## config.mk

```make
export PLATFORM = sky130hd
export DESIGN_NAME = harsh_event_detect_and_score
export DESIGN_NICKNAME = d
export VERILOG_FILES = /design/src/design/hedsc_pkg.sv /design/src/design/harsh_event_detect_and_score.sv /design/src/design/hedsc_front.sv /design/src/design/hedsc_queue.sv /design/src/design/hedsc_back.sv /design/src/design/hedsc_score.sv
export VERILOG_INCLUDE_DIRS = /design/src /design/src/design
export SDC_FILE = /design/constraint.sdc
export NUM_CORES = 2
export LEC_CHECK = 0
export BUFFER_PORTS_ARGS = -buffer_cell sky130_fd_sc_hd__buf_2
export CAP_MARGIN = 10
export CORE_ASPECT_RATIO = 0.7
export CORE_UTILIZATION = 25
export DETAILED_ROUTE_END_ITERATION = 10
export HOLD_SLACK_MARGIN = 0.12
export PLACE_DENSITY = 0.46
export SLEW_MARGIN = 20
export SYNTH_ARGS = -nofsm -noshare
export SYNTH_HDL_FRONTEND = slang
export SYNTH_HIERARCHICAL = 1
export SYNTH_SLANG_ARGS = --single-unit
```

## constraint.sdc

```tcl
create_clock -name clk -period 12.72 [get_ports clk]
set_clock_uncertainty 0.05 [all_clocks]
set_input_delay 2.544 -clock clk [delete_from_list [all_inputs] [get_ports clk]]
set_output_delay 2.544 -clock clk [all_outputs]
set_load 0.05 [all_outputs]
```

## src/design/harsh_event_detect_and_score_macros.svh

```systemverilog
// Assertion macros shared by the harsh event detector modules.
`ifndef HARSH_EVENT_DETECT_AND_SCORE_MACROS_SVH
`define HARSH_EVENT_DETECT_AND_SCORE_MACROS_SVH

// Same-cycle implication, disabled during reset.
`define ASSERT_IMPLY(label, clk, rst, ante, cons, msg) \
  label: assert property (@(posedge clk) disable iff (rst) (ante) |-> (cons)) \
    else $error(msg);

// Next-cycle implication, disabled during reset.
`define ASSERT_NEXT(label, clk, rst, ante, cons, msg) \
  label: assert property (@(posedge clk) disable iff (rst) (ante) |=> (cons)) \
    else $error(msg);

`endif

```

## src/design/hedsc_pkg.sv

```systemverilog
// Shared types, codes and constants of the harsh event detector.
package hedsc_pkg;

  // Item kinds carried in tuser.
  localparam int KIND_W = 2;
  localparam logic [KIND_W-1:0] KIND_SAMPLE    = 2'd0;
  localparam logic [KIND_W-1:0] KIND_EVENT     = 2'd1;
  localparam logic [KIND_W-1:0] KIND_RECOMPUTE = 2'd2;
  localparam logic [KIND_W-1:0] KIND_NOP       = 2'd3;

  // External event types.
  localparam int EVT_W = 3;
  localparam logic [EVT_W-1:0] EVT_BRAKE    = 3'd0;
  localparam logic [EVT_W-1:0] EVT_ACCEL    = 3'd1;
  localparam logic [EVT_W-1:0] EVT_CORNER   = 3'd2;
  localparam logic [EVT_W-1:0] EVT_OVER     = 3'd3;
  localparam logic [EVT_W-1:0] EVT_IDLING   = 3'd4;
  localparam logic [EVT_W-1:0] EVT_CRASH    = 3'd5;
  localparam logic [EVT_W-1:0] EVT_GEOFENCE = 3'd6;
  localparam logic [EVT_W-1:0] EVT_UNKNOWN  = 3'd7;

  // Configuration register indexes (byte address is four times the index).
  localparam int PADDR_W = 4;
  localparam int REG_IDX_W = 2;
  localparam logic [REG_IDX_W-1:0] REG_BRAKE_THR  = 2'd0;
  localparam logic [REG_IDX_W-1:0] REG_ACCEL_THR  = 2'd1;
  localparam logic [REG_IDX_W-1:0] REG_CORNER_THR = 2'd2;
  localparam logic [REG_IDX_W-1:0] REG_OVER_THR   = 2'd3;
  localparam int APB_DATA_W = 32;

  // Field widths.
  localparam int THR_W = 14;
  localparam int SPD_W = 12;
  localparam int ACC_W = 15;
  localparam int SECS_W = 16;
  localparam int COND_W = 4;
  localparam int SCORE_W = 14;
  localparam int OUT_CNT_W = 16;
  localparam int OUT_IDLE_W = 32;

  // Threshold reset values.
  localparam logic [THR_W-1:0] BRAKE_THR_RST  = 14'd400;
  localparam logic [THR_W-1:0] ACCEL_THR_RST  = 14'd400;
  localparam logic [THR_W-1:0] CORNER_THR_RST = 14'd400;
  localparam logic [SPD_W-1:0] OVER_THR_RST   = 12'd1200;

  // Input word layout, lowest field first.
  localparam int LONG_LSB = 0;
  localparam int LAT_LSB = LONG_LSB + ACC_W;
  localparam int PVAL_BIT = LAT_LSB + ACC_W;
  localparam int PSPD_LSB = PVAL_BIT + 1;
  localparam int BVAL_BIT = PSPD_LSB + SPD_W;
  localparam int BSPD_LSB = BVAL_BIT + 1;
  localparam int EVT_LSB = BSPD_LSB + SPD_W;
  localparam int SECS_LSB = EVT_LSB + EVT_W;
  localparam int IN_USED_W = SECS_LSB + SECS_W;
  localparam int IN_DATA_W = ((IN_USED_W + 7) / 8) * 8;

  // Output word layout, lowest field first.
  localparam int NUM_CNT = 6;
  localparam int OUT_USED_W = SCORE_W + NUM_CNT * OUT_CNT_W + OUT_IDLE_W + COND_W;
  localparam int OUT_DATA_W = ((OUT_USED_W + 7) / 8) * 8;

  // Counter slots.
  localparam int CNT_BRAKE = 0;
  localparam int CNT_ACCEL = 1;
  localparam int CNT_CORNER = 2;
  localparam int CNT_OVER = 3;
  localparam int CNT_CRASH = 4;
  localparam int CNT_GEO = 5;

  // Score arithmetic. Any counter above CNT_CLAMP or idle total above
  // IDLE_CLAMP already pushes the penalty past the full score, so the
  // score path only ever sees narrow clamped values.
  localparam logic [SCORE_W-1:0] SCORE_FULL = 14'd10000;
  localparam int CLAMP_W = 7;
  localparam int CNT_CLAMP = 127;
  localparam int IDLE_CLAMP_W = 17;
  localparam int IDLE_CLAMP = 120000;
  localparam int QUO_IN_W = IDLE_CLAMP_W - 2;
  localparam int RECIP3 = 43691;
  localparam int RECIP_SHIFT = 17;
  localparam int RECIP_PROD_W = 32;
  localparam int TERM_W = 20;
  localparam int PEN_W = 22;
  localparam int unsigned CNT_WEIGHT [NUM_CNT] = '{200, 200, 150, 300, 5000, 500};

  // Parameter defaults.
  localparam int COUNT_WIDTH_DEF = 16;
  localparam int IDLE_WIDTH_DEF = 32;
  localparam int QUEUE_DEPTH_DEF = 4;

  // Classified item held in the queue.
  typedef struct packed {
    logic [KIND_W-1:0] kind;
    logic [COND_W-1:0] cond;
    logic [EVT_W-1:0]  event_type;
    logic [SECS_W-1:0] idle_seconds;
  } op_t;

  // Item leaving the state stage toward the score stages.
  typedef struct packed {
    logic                                recompute;
    logic [NUM_CNT-1:0][OUT_CNT_W-1:0]   count;
    logic [OUT_IDLE_W-1:0]               idle_total;
    logic [COND_W-1:0]                   flags;
    logic [NUM_CNT-1:0][CLAMP_W-1:0]     count_clamp;
    logic [IDLE_CLAMP_W-1:0]             idle_clamp;
  } stage_t;

endpackage

```

## src/design/harsh_event_detect_and_score.sv

```systemverilog
// Top level of the harsh driving event detector and safety score block.
//
// Usage: words enter on the s_ stream; tuser selects the kind (sensor
// sample, external event, recompute score or no operation) and tdata holds
// the sample and event fields. Every accepted word gives exactly one result
// word on the m_ stream with the latched score, the six counters, the idle
// total and the newly detected condition flags. The user must write the
// thresholds on the APB-style port when idle; the block does not check.
// Throughput: one word per clock cycle, sustained while m_tready is high,
// including recompute. A word passes the queue write, the state stage and
// the two score stages (products, then sum) on its way to m_tvalid.
// Stall: when m_tready is low the pipeline holds its words and the queue
// fills; s_tready falls only when the four-word queue is full.
// Reset (synchronous, active high) empties the queue and pipeline, clears
// all counters, the idle total and the condition history, sets the score
// to 10000 and returns the thresholds to 400, 400, 400 mg and 120.0 km/h.
module harsh_event_detect_and_score
  import hedsc_pkg::*;
#(
  parameter int COUNT_WIDTH = COUNT_WIDTH_DEF,
  parameter int IDLE_WIDTH  = IDLE_WIDTH_DEF,
  parameter int QUEUE_DEPTH = QUEUE_DEPTH_DEF
) (
  input  logic                  clk,
  input  logic                  rst,
  input  logic                  psel,
  input  logic                  penable,
  input  logic                  pwrite,
  input  logic [PADDR_W-1:0]    paddr,
  input  logic [APB_DATA_W-1:0] pwdata,
  output logic [APB_DATA_W-1:0] prdata,
  output logic                  pready,
  input  logic                  s_tvalid,
  output logic                  s_tready,
  // Fields from bit 0: accel_long_mg, accel_lat_mg, primary_speed_valid,
  // primary_speed_dkmh, backup_speed_valid, backup_speed_dkmh, event_type,
  // idle_seconds, zero fill.
  input  logic [IN_DATA_W-1:0]  s_tdata,
  // Fields from bit 0: kind.
  input  logic [KIND_W-1:0]     s_tuser,
  output logic                  m_tvalid,
  input  logic                  m_tready,
  // Fields from bit 0: score_centipoints, braking_count, accel_count,
  // cornering_count, speeding_count, collision_count, geofence_count,
  // idle_total_seconds, detected_flags, zero fill.
  output logic [OUT_DATA_W-1:0] m_tdata
);

  logic   q_full;
  logic   push;
  op_t    push_op;
  logic   q_valid;
  op_t    q_head;
  logic   pop;
  logic   a_valid;
  stage_t a_data;
  logic   a_ready;

  hedsc_front u_front (
    .clk      (clk),
    .rst      (rst),
    .psel     (psel),
    .penable  (penable),
    .pwrite   (pwrite),
    .paddr    (paddr),
    .pwdata   (pwdata),
    .prdata   (prdata),
    .pready   (pready),
    .s_tvalid (s_tvalid),
    .s_tready (s_tready),
    .s_tdata  (s_tdata),
    .s_tuser  (s_tuser),
    .q_full   (q_full),
    .push     (push),
    .push_op  (push_op)
  );

  hedsc_queue #(
    .QUEUE_DEPTH (QUEUE_DEPTH)
  ) u_queue (
    .clk     (clk),
    .rst     (rst),
    .push    (push),
    .push_op (push_op),
    .full    (q_full),
    .pop     (pop),
    .valid   (q_valid),
    .head    (q_head)
  );

  hedsc_back #(
    .COUNT_WIDTH (COUNT_WIDTH),
    .IDLE_WIDTH  (IDLE_WIDTH)
  ) u_back (
    .clk        (clk),
    .rst        (rst),
    .q_valid    (q_valid),
    .q_op       (q_head),
    .pop        (pop),
    .a_valid    (a_valid),
    .a_data     (a_data),
    .down_ready (a_ready)
  );

  hedsc_score u_score (
    .clk      (clk),
    .rst      (rst),
    .in_valid (a_valid),
    .in_ready (a_ready),
    .in_data  (a_data),
    .m_tvalid (m_tvalid),
    .m_tready (m_tready),
    .m_tdata  (m_tdata)
  );

endmodule

```

## src/design/hedsc_front.sv

```systemverilog
// Front end: configuration registers, input handshake and condition checks.
module hedsc_front
  import hedsc_pkg::*;
(
  input  logic                  clk,
  input  logic                  rst,
  input  logic                  psel,
  input  logic                  penable,
  input  logic                  pwrite,
  input  logic [PADDR_W-1:0]    paddr,
  input  logic [APB_DATA_W-1:0] pwdata,
  output logic [APB_DATA_W-1:0] prdata,
  output logic                  pready,
  input  logic                  s_tvalid,
  output logic                  s_tready,
  input  logic [IN_DATA_W-1:0]  s_tdata,
  input  logic [KIND_W-1:0]     s_tuser,
  input  logic                  q_full,
  output logic                  push,
  output op_t                   push_op
);

  logic [THR_W-1:0] brake_thr;
  logic [THR_W-1:0] accel_thr;
  logic [THR_W-1:0] corner_thr;
  logic [SPD_W-1:0] over_thr;
  logic             wr_en;

  logic signed [ACC_W:0] along;
  logic signed [ACC_W:0] alat;
  logic signed [ACC_W:0] pos_bt;
  logic signed [ACC_W:0] pos_at;
  logic signed [ACC_W:0] pos_ct;
  logic signed [ACC_W:0] neg_bt;
  logic signed [ACC_W:0] neg_ct;
  logic                  pval;
  logic                  bval;
  logic [SPD_W-1:0]      speed;
  logic [COND_W-1:0]     cond;

  // Register writes complete on the access cycle.
  assign pready = 1'b1;
  assign wr_en = psel && penable && pwrite && pready;

  always_ff @(posedge clk) begin
    if (rst) begin
      brake_thr  <= BRAKE_THR_RST;
      accel_thr  <= ACCEL_THR_RST;
      corner_thr <= CORNER_THR_RST;
      over_thr   <= OVER_THR_RST;
    end else if (wr_en) begin
      case (paddr[PADDR_W-1:2])
        REG_BRAKE_THR:  brake_thr  <= pwdata[THR_W-1:0];
        REG_ACCEL_THR:  accel_thr  <= pwdata[THR_W-1:0];
        REG_CORNER_THR: corner_thr <= pwdata[THR_W-1:0];
        REG_OVER_THR:   over_thr   <= pwdata[SPD_W-1:0];
        default: ;
      endcase
    end
  end

  // Register read-back.
  always_comb begin
    case (paddr[PADDR_W-1:2])
      REG_BRAKE_THR:  prdata = APB_DATA_W'(brake_thr);
      REG_ACCEL_THR:  prdata = APB_DATA_W'(accel_thr);
      REG_CORNER_THR: prdata = APB_DATA_W'(corner_thr);
      REG_OVER_THR:   prdata = APB_DATA_W'(over_thr);
      default:        prdata = '0;
    endcase
  end

  // Threshold checks; the mg compares are signed at one bit above the field.
  always_comb begin
    along  = $signed({s_tdata[LONG_LSB+ACC_W-1], s_tdata[LONG_LSB +: ACC_W]});
    alat   = $signed({s_tdata[LAT_LSB+ACC_W-1], s_tdata[LAT_LSB +: ACC_W]});
    pos_bt = $signed({{(ACC_W+1-THR_W){1'b0}}, brake_thr});
    pos_at = $signed({{(ACC_W+1-THR_W){1'b0}}, accel_thr});
    pos_ct = $signed({{(ACC_W+1-THR_W){1'b0}}, corner_thr});
    neg_bt = -pos_bt;
    neg_ct = -pos_ct;
    pval   = s_tdata[PVAL_BIT];
    bval   = s_tdata[BVAL_BIT];
    speed  = pval ? s_tdata[PSPD_LSB +: SPD_W] : s_tdata[BSPD_LSB +: SPD_W];
    cond[CNT_BRAKE]  = (along <= neg_bt);
    cond[CNT_ACCEL]  = (along >= pos_at);
    cond[CNT_CORNER] = (alat >= pos_ct) || (alat <= neg_ct);
    cond[CNT_OVER]   = (pval || bval) && (speed >= over_thr);
  end

  // Classified word into the queue.
  assign s_tready = !q_full;
  assign push = s_tvalid && s_tready;

  always_comb begin
    push_op.kind         = s_tuser;
    push_op.cond         = cond;
    push_op.event_type   = s_tdata[EVT_LSB +: EVT_W];
    push_op.idle_seconds = s_tdata[SECS_LSB +: SECS_W];
  end

endmodule

```

## src/design/hedsc_queue.sv

```systemverilog
// Short queue of classified words between the front end and the state stage.
`include "harsh_event_detect_and_score_macros.svh"
module hedsc_queue
  import hedsc_pkg::*;
#(
  parameter int QUEUE_DEPTH = QUEUE_DEPTH_DEF
) (
  input  logic clk,
  input  logic rst,
  input  logic push,
  input  op_t  push_op,
  output logic full,
  input  logic pop,
  output logic valid,
  output op_t  head
);

  localparam int AW = (QUEUE_DEPTH > 1) ? $clog2(QUEUE_DEPTH) : 1;
  localparam logic [AW-1:0] LAST = AW'(QUEUE_DEPTH - 1);

  op_t           slots [QUEUE_DEPTH];
  logic [AW-1:0] wr_ptr;
  logic [AW-1:0] rd_ptr;
  logic [AW:0]   count;

  assign full  = (count == (AW+1)'(QUEUE_DEPTH));
  assign valid = (count != '0);
  assign head  = slots[rd_ptr];

  // Storage needs no reset.
  always_ff @(posedge clk) begin
    if (push) begin
      slots[wr_ptr] <= push_op;
    end
  end

  // Pointers and fill count.
  always_ff @(posedge clk) begin
    if (rst) begin
      wr_ptr <= '0;
      rd_ptr <= '0;
      count  <= '0;
    end else begin
      if (push) begin
        wr_ptr <= (wr_ptr == LAST) ? '0 : wr_ptr + 1'b1;
      end
      if (pop) begin
        rd_ptr <= (rd_ptr == LAST) ? '0 : rd_ptr + 1'b1;
      end
      case ({push, pop})
        2'b10:   count <= count + 1'b1;
        2'b01:   count <= count - 1'b1;
        default: count <= count;
      endcase
    end
  end

  `ASSERT_IMPLY(q_no_overflow, clk, rst, full, !push, "word pushed into a full queue")
  `ASSERT_IMPLY(q_no_underflow, clk, rst, pop, valid, "word popped from an empty queue")
  `ASSERT_NEXT(q_count_drop, clk, rst, pop && !push, count == (AW+1)'($past(count) - 1'b1), "queue count did not drop on a pop")

endmodule

```

## src/design/hedsc_back.sv

```systemverilog
// State stage: rising-edge detection, saturating counters and idle total.
`include "harsh_event_detect_and_score_macros.svh"
module hedsc_back
  import hedsc_pkg::*;
#(
  parameter int COUNT_WIDTH = COUNT_WIDTH_DEF,
  parameter int IDLE_WIDTH  = IDLE_WIDTH_DEF
) (
  input  logic   clk,
  input  logic   rst,
  input  logic   q_valid,
  input  op_t    q_op,
  output logic   pop,
  output logic   a_valid,
  output stage_t a_data,
  input  logic   down_ready
);

  localparam int IW = (IDLE_WIDTH > IDLE_CLAMP_W) ? IDLE_WIDTH : IDLE_CLAMP_W;

  logic [NUM_CNT-1:0][COUNT_WIDTH-1:0] cnt;
  logic [NUM_CNT-1:0][COUNT_WIDTH-1:0] cnt_next;
  logic [IDLE_WIDTH-1:0]               idle;
  logic [IDLE_WIDTH-1:0]               idle_next;
  logic [IDLE_WIDTH:0]                 idle_sum;
  logic [IW-1:0]                       idle_wide;
  logic [COND_W-1:0]                   prev_cond;
  logic [COND_W-1:0]                   rise;
  logic [NUM_CNT-1:0]                  bump;
  logic                                idle_add;
  stage_t                              a_next;

  // Take the next word whenever the stage register is free or moving on.
  assign pop = q_valid && (!a_valid || down_ready);

  // Work out which counters move for this word.
  always_comb begin
    rise     = '0;
    bump     = '0;
    idle_add = 1'b0;
    case (q_op.kind)
      KIND_SAMPLE: begin
        rise = q_op.cond & ~prev_cond;
        bump[COND_W-1:0] = rise;
      end
      KIND_EVENT: begin
        case (q_op.event_type)
          EVT_BRAKE:    bump[CNT_BRAKE]  = 1'b1;
          EVT_ACCEL:    bump[CNT_ACCEL]  = 1'b1;
          EVT_CORNER:   bump[CNT_CORNER] = 1'b1;
          EVT_OVER:     bump[CNT_OVER]   = 1'b1;
          EVT_IDLING:   idle_add         = 1'b1;
          EVT_CRASH:    bump[CNT_CRASH]  = 1'b1;
          EVT_GEOFENCE: bump[CNT_GEO]    = 1'b1;
          default: ;
        endcase
      end
      default: ;
    endcase
  end

  // Saturating updates.
  always_comb begin
    for (int i = 0; i < NUM_CNT; i++) begin
      cnt_next[i] = (bump[i] && (cnt[i] != {COUNT_WIDTH{1'b1}})) ? cnt[i] + 1'b1 : cnt[i];
    end
    idle_sum  = {1'b0, idle} + (IDLE_WIDTH+1)'(q_op.idle_seconds);
    idle_next = idle;
    if (idle_add) begin
      idle_next = idle_sum[IDLE_WIDTH] ? {IDLE_WIDTH{1'b1}} : idle_sum[IDLE_WIDTH-1:0];
    end
  end

  // Result word for this item; clamped copies feed the score stages.
  always_comb begin
    idle_wide          = IW'(idle);
    a_next.recompute   = (q_op.kind == KIND_RECOMPUTE);
    a_next.idle_total  = OUT_IDLE_W'(idle_next);
    a_next.flags       = rise;
    for (int i = 0; i < NUM_CNT; i++) begin
      a_next.count[i]       = OUT_CNT_W'(cnt_next[i]);
      a_next.count_clamp[i] = (cnt[i] > COUNT_WIDTH'(CNT_CLAMP)) ?
                              CLAMP_W'(CNT_CLAMP) : CLAMP_W'(cnt[i]);
    end
    a_next.idle_clamp = (idle_wide > IW'(IDLE_CLAMP)) ?
                        IDLE_CLAMP_W'(IDLE_CLAMP) : IDLE_CLAMP_W'(idle_wide);
  end

  // Architectural state.
  always_ff @(posedge clk) begin
    if (rst) begin
      cnt       <= '0;
      idle      <= '0;
      prev_cond <= '0;
    end else if (pop) begin
      cnt  <= cnt_next;
      idle <= idle_next;
      if (q_op.kind == KIND_SAMPLE) begin
        prev_cond <= q_op.cond;
      end
    end
  end

  // Stage register toward the score stages.
  always_ff @(posedge clk) begin
    if (rst) begin
      a_valid <= 1'b0;
    end else if (pop) begin
      a_valid <= 1'b1;
    end else if (down_ready) begin
      a_valid <= 1'b0;
    end
  end

  always_ff @(posedge clk) begin
    if (pop) begin
      a_data <= a_next;
    end
  end

  `ASSERT_NEXT(a_stall_hold, clk, rst, a_valid && !down_ready, a_valid && $stable(a_data), "stalled stage word changed")
  `ASSERT_NEXT(recompute_keeps_state, clk, rst, pop && (q_op.kind == KIND_RECOMPUTE), $stable(cnt) && $stable(idle), "recompute moved a counter")
  `ASSERT_NEXT(prev_only_on_sample, clk, rst, pop && (q_op.kind != KIND_SAMPLE), $stable(prev_cond), "condition history moved on a non-sample word")
  `ASSERT_NEXT(prev_follows_sample, clk, rst, pop && (q_op.kind == KIND_SAMPLE), prev_cond == $past(q_op.cond), "condition history missed a sample")

endmodule

```

## src/design/hedsc_score.sv

```systemverilog
// Score stages: weighted penalty, floor at zero, latched score and output register.
module hedsc_score
  import hedsc_pkg::*;
(
  input  logic                  clk,
  input  logic                  rst,
  input  logic                  in_valid,
  output logic                  in_ready,
  input  stage_t                in_data,
  output logic                  m_tvalid,
  input  logic                  m_tready,
  output logic [OUT_DATA_W-1:0] m_tdata
);

  logic                             b_valid;
  stage_t                           b_stage;
  logic [NUM_CNT-1:0][TERM_W-1:0]   b_term;
  logic [SCORE_W-1:0]               b_idle_q;
  logic [NUM_CNT-1:0][TERM_W-1:0]   term;
  logic [RECIP_PROD_W-1:0]          recip_prod;
  logic [PEN_W-1:0]                 penalty;
  logic [SCORE_W-1:0]               new_score;
  logic [SCORE_W-1:0]               latched_score;
  logic                             c_ready;

  logic [SCORE_W-1:0]                  out_score;
  logic [NUM_CNT-1:0][OUT_CNT_W-1:0]   out_count;
  logic [OUT_IDLE_W-1:0]               out_idle;
  logic [COND_W-1:0]                   out_flags;

  assign c_ready  = !m_tvalid || m_tready;
  assign in_ready = !b_valid || c_ready;

  // First stage: constant-weight products and idle/12 by reciprocal.
  always_comb begin
    for (int i = 0; i < NUM_CNT; i++) begin
      term[i] = TERM_W'(in_data.count_clamp[i]) * TERM_W'(CNT_WEIGHT[i]);
    end
    recip_prod = RECIP_PROD_W'(in_data.idle_clamp[IDLE_CLAMP_W-1:2]) *
                 RECIP_PROD_W'(RECIP3);
  end

  always_ff @(posedge clk) begin
    if (rst) begin
      b_valid <= 1'b0;
    end else if (in_valid && in_ready) begin
      b_valid <= 1'b1;
    end else if (c_ready) begin
      b_valid <= 1'b0;
    end
  end

  always_ff @(posedge clk) begin
    if (in_valid && in_ready) begin
      b_stage  <= in_data;
      b_term   <= term;
      b_idle_q <= recip_prod[RECIP_SHIFT +: SCORE_W];
    end
  end

  // Second stage: recompute sums the penalty and floors the score at zero.
  always_comb begin
    penalty = PEN_W'(b_idle_q);
    for (int i = 0; i < NUM_CNT; i++) begin
      penalty = penalty + PEN_W'(b_term[i]);
    end
    if (!b_stage.recompute) begin
      new_score = latched_score;
    end else if (penalty >= PEN_W'(SCORE_FULL)) begin
      new_score = '0;
    end else begin
      new_score = SCORE_FULL - penalty[SCORE_W-1:0];
    end
  end

  always_ff @(posedge clk) begin
    if (rst) begin
      m_tvalid      <= 1'b0;
      latched_score <= SCORE_FULL;
    end else if (b_valid && c_ready) begin
      m_tvalid      <= 1'b1;
      latched_score <= new_score;
    end else if (c_ready) begin
      m_tvalid <= 1'b0;
    end
  end

  // Output word register.
  always_ff @(posedge clk) begin
    if (b_valid && c_ready) begin
      out_score <= new_score;
      out_count <= b_stage.count;
      out_idle  <= b_stage.idle_total;
      out_flags <= b_stage.flags;
    end
  end

  assign m_tdata = OUT_DATA_W'({out_flags, out_idle, out_count, out_score});

endmodule

```

==> flow_metrics.tcl <==
set metrics [dict create \
    layout.area.seq_sq_um 24200 \
    drt-vias-per-instance 4.28 \
    post-cts-setup-buffer-count 0 \
    globalRoute.totalOverflow 0 \
    layout-area-overhead-vs-synth_pct 14.9 \
    setup-violations-final 0 \
    cts_resized 0 \
    final_critical_path_setup_slack_ns 6.20 \
    clk-insertion-delay-late_ns 0.73 \
    grt_start_max_net_pins 78 \
    fillCellCount 19210 \
    die_width_microns 520 \
    fp.dieArea_sq_um 190000 \
    cts_inserted_buffers 94 \
    wire_per_inst_microns 16.8 \
    num_io_pins 312 \
    cap_viol_max_count 0 \
    cts_num_sinks 878 \
    grt_antenna_before_repair 23 \
    gr-usage-all-layers 0.118 \
    share_of_the_cycle_needed_by_the_critical_path_after_routing 0.512 \
    final_max_slew_viol_count 0 \
    numPortBuffers 261 \
    timing.slew.headroom 0.306 \
    rsz_0062_raised_after_global_routing "false" \
    critPathRequiredTime_ns 10.13 \
    whs_path_depth 0 \
    num-nets-final 4833 \
    clock_period_minus_worst_slack_ns 6.52 \
    final_layout_size_suffix_gt1_frac 0.139 \
    clockBufferDepth 3 \
    kind_of_critical_path "input port to output port" \
    run_status "complete, no violations" \
    cts.root.buffer_cell "clkbuf_16" \
    dr_pass1_iterations 8 \
    timing.critical_path.to_type "output port" \
    floorplan.die.height_microns 365 \
    fin_cells 6687 \
    place.detailed.hpwl_microns 83200 \
    worstSetupStartpointType "input port" \
    post-place-cells 6500 \
    route.antenna.remaining_nets 0 \
    floorplan.rows 132 \
    drc_errors 0 \
    netlist_area_before_placement_sq_um 47000 \
    largest_fanout_on_the_critical_path 20 \
    detailroute.via_count 28593 \
    critPathArrivalTime_ns 3.92 \
    fmax_mhz 153 \
    placement.setup.worst_slack_ns 6.19 \
    htree_num_levels 3 \
    grt_pass1_vias 28472 \
    floorplan.core_area_sq_um 186000 \
    cts_hold_buffers 0 \
    gp_congestion 0.846 \
    syn-instance-count 3873 \
    detail_route.iter0.violations 1855 \
    clock_transition_at_the_registers_of_the_reported_paths_ns 0.06 \
    reg2reg_depth 19 \
    final_core_util 0.291 \
    synth.yosys.warnings 6 \
    hold_path.class "flip-flop to flip-flop" \
    grt_first_pass_wirelength_microns 172000 \
    route.final.wire_length_microns 112000 \
    timing.final.hold_violations 0 \
    totalNegativeSetupSlack_ns 0 \
    initial_utilization 0.253 \
    multi_input_gate_area_sq_um 20500 \
    synth_area_per_cell_sq_um 12.1 \
    clock_tree_from_tritoncts "yes" \
    tightestPinTransition_ns 1.03 \
]
[flip-flops by register name, summed over array words and instances, names as in the netlist, 4 cells and up, named ones only]
| name | cells |
|---|---|
| u_back/a_data | 190 |
| u_score/out_flags | 4 |
| u_score/m_tdata | 96 |
| u_queue/slots | 100 |
| u_back/idle | 32 |
| u_score/latched_score | 14 |
| u_front/brake_thr | 14 |
| u_score/out_score | 14 |
| u_score/b_term | 83 |
| u_score/out_idle | 32 |
| u_front/accel_thr | 14 |
| u_front/corner_thr | 14 |
| u_score/b_idle_q | 14 |
| u_back/cnt | 96 |
| u_back/prev_cond | 4 |
| u_front/over_thr | 12 |
| u_score/b_stage | 133 |
[metal layers]
layer,track usage,wire length (microns),up-vias
li1,-,-,14094
met1,0.175,58000,13844
met2,0.170,46400,512
met3,0.0289,5930,127
met4,0.0273,1910,16
met5,0,89,-
[worst max-delay path: stages]
cell and delay, ns:
buf_2 0.50, mux4_2 0.63, buf_2 0.24
[path summary, 6_finish.rpt]
check / start / end / slack, ns
worst max-delay path: paddr[2] / prdata[6] / 6.20
worst min-delay path: u_back/a_data[107] / u_score/b_stage[107] / 0.35
worst max register to register: u_score/b_term[24] / u_score/out_score[12] / 6.64
worst min register to register: u_back/a_data[107] / u_score/b_stage[107] / 0.35
[stage by stage]
stage	hold slack, ns	area (sq um)
2_1_floorplan	0.350	47100
4_1_cts	0.341	54000
5_1_grt	0.336	54000
3_3_place_gp	0.353	50800
6_report	0.345	54100
3_5_place_dp	0.355	50800
[placed cells by master (no fill, tap or decap), drive strengths merged, types with 14 or more instances in the layout]
master	n
a211oi	22
a21o	42
a21oi	216
a31oi	14
and2	23
and3	33
buf	281
clkbuf	116
clkinv	37
conb	25
dfxtp	212
edfxtp	666
fa	167
ha	424
inv	407
mux2	15
mux4	37
nand2	281
nand3	86
nand4	40
nor2	265
nor2b	16
nor3	73
nor4	32
o21ai	73
o21bai	19
o22ai	20
or2	58
or3	35
xnor2	165
xor2	126
[area by class of cell]
class,instances,share of cell area
clock buffers,116,0.0466
clock inverters,61,0.0125
flip-flops and latches,878,0.448
inverters,401,0.0281
well taps,2479,0.0574
multi-input cells,2461,0.379
repair buffers,281,0.0271
diodes,10,0.000463
Power is left out: the tool's default activity adds up to more than one toggle a clock period on the data nets, which glitch-free logic cannot reach.
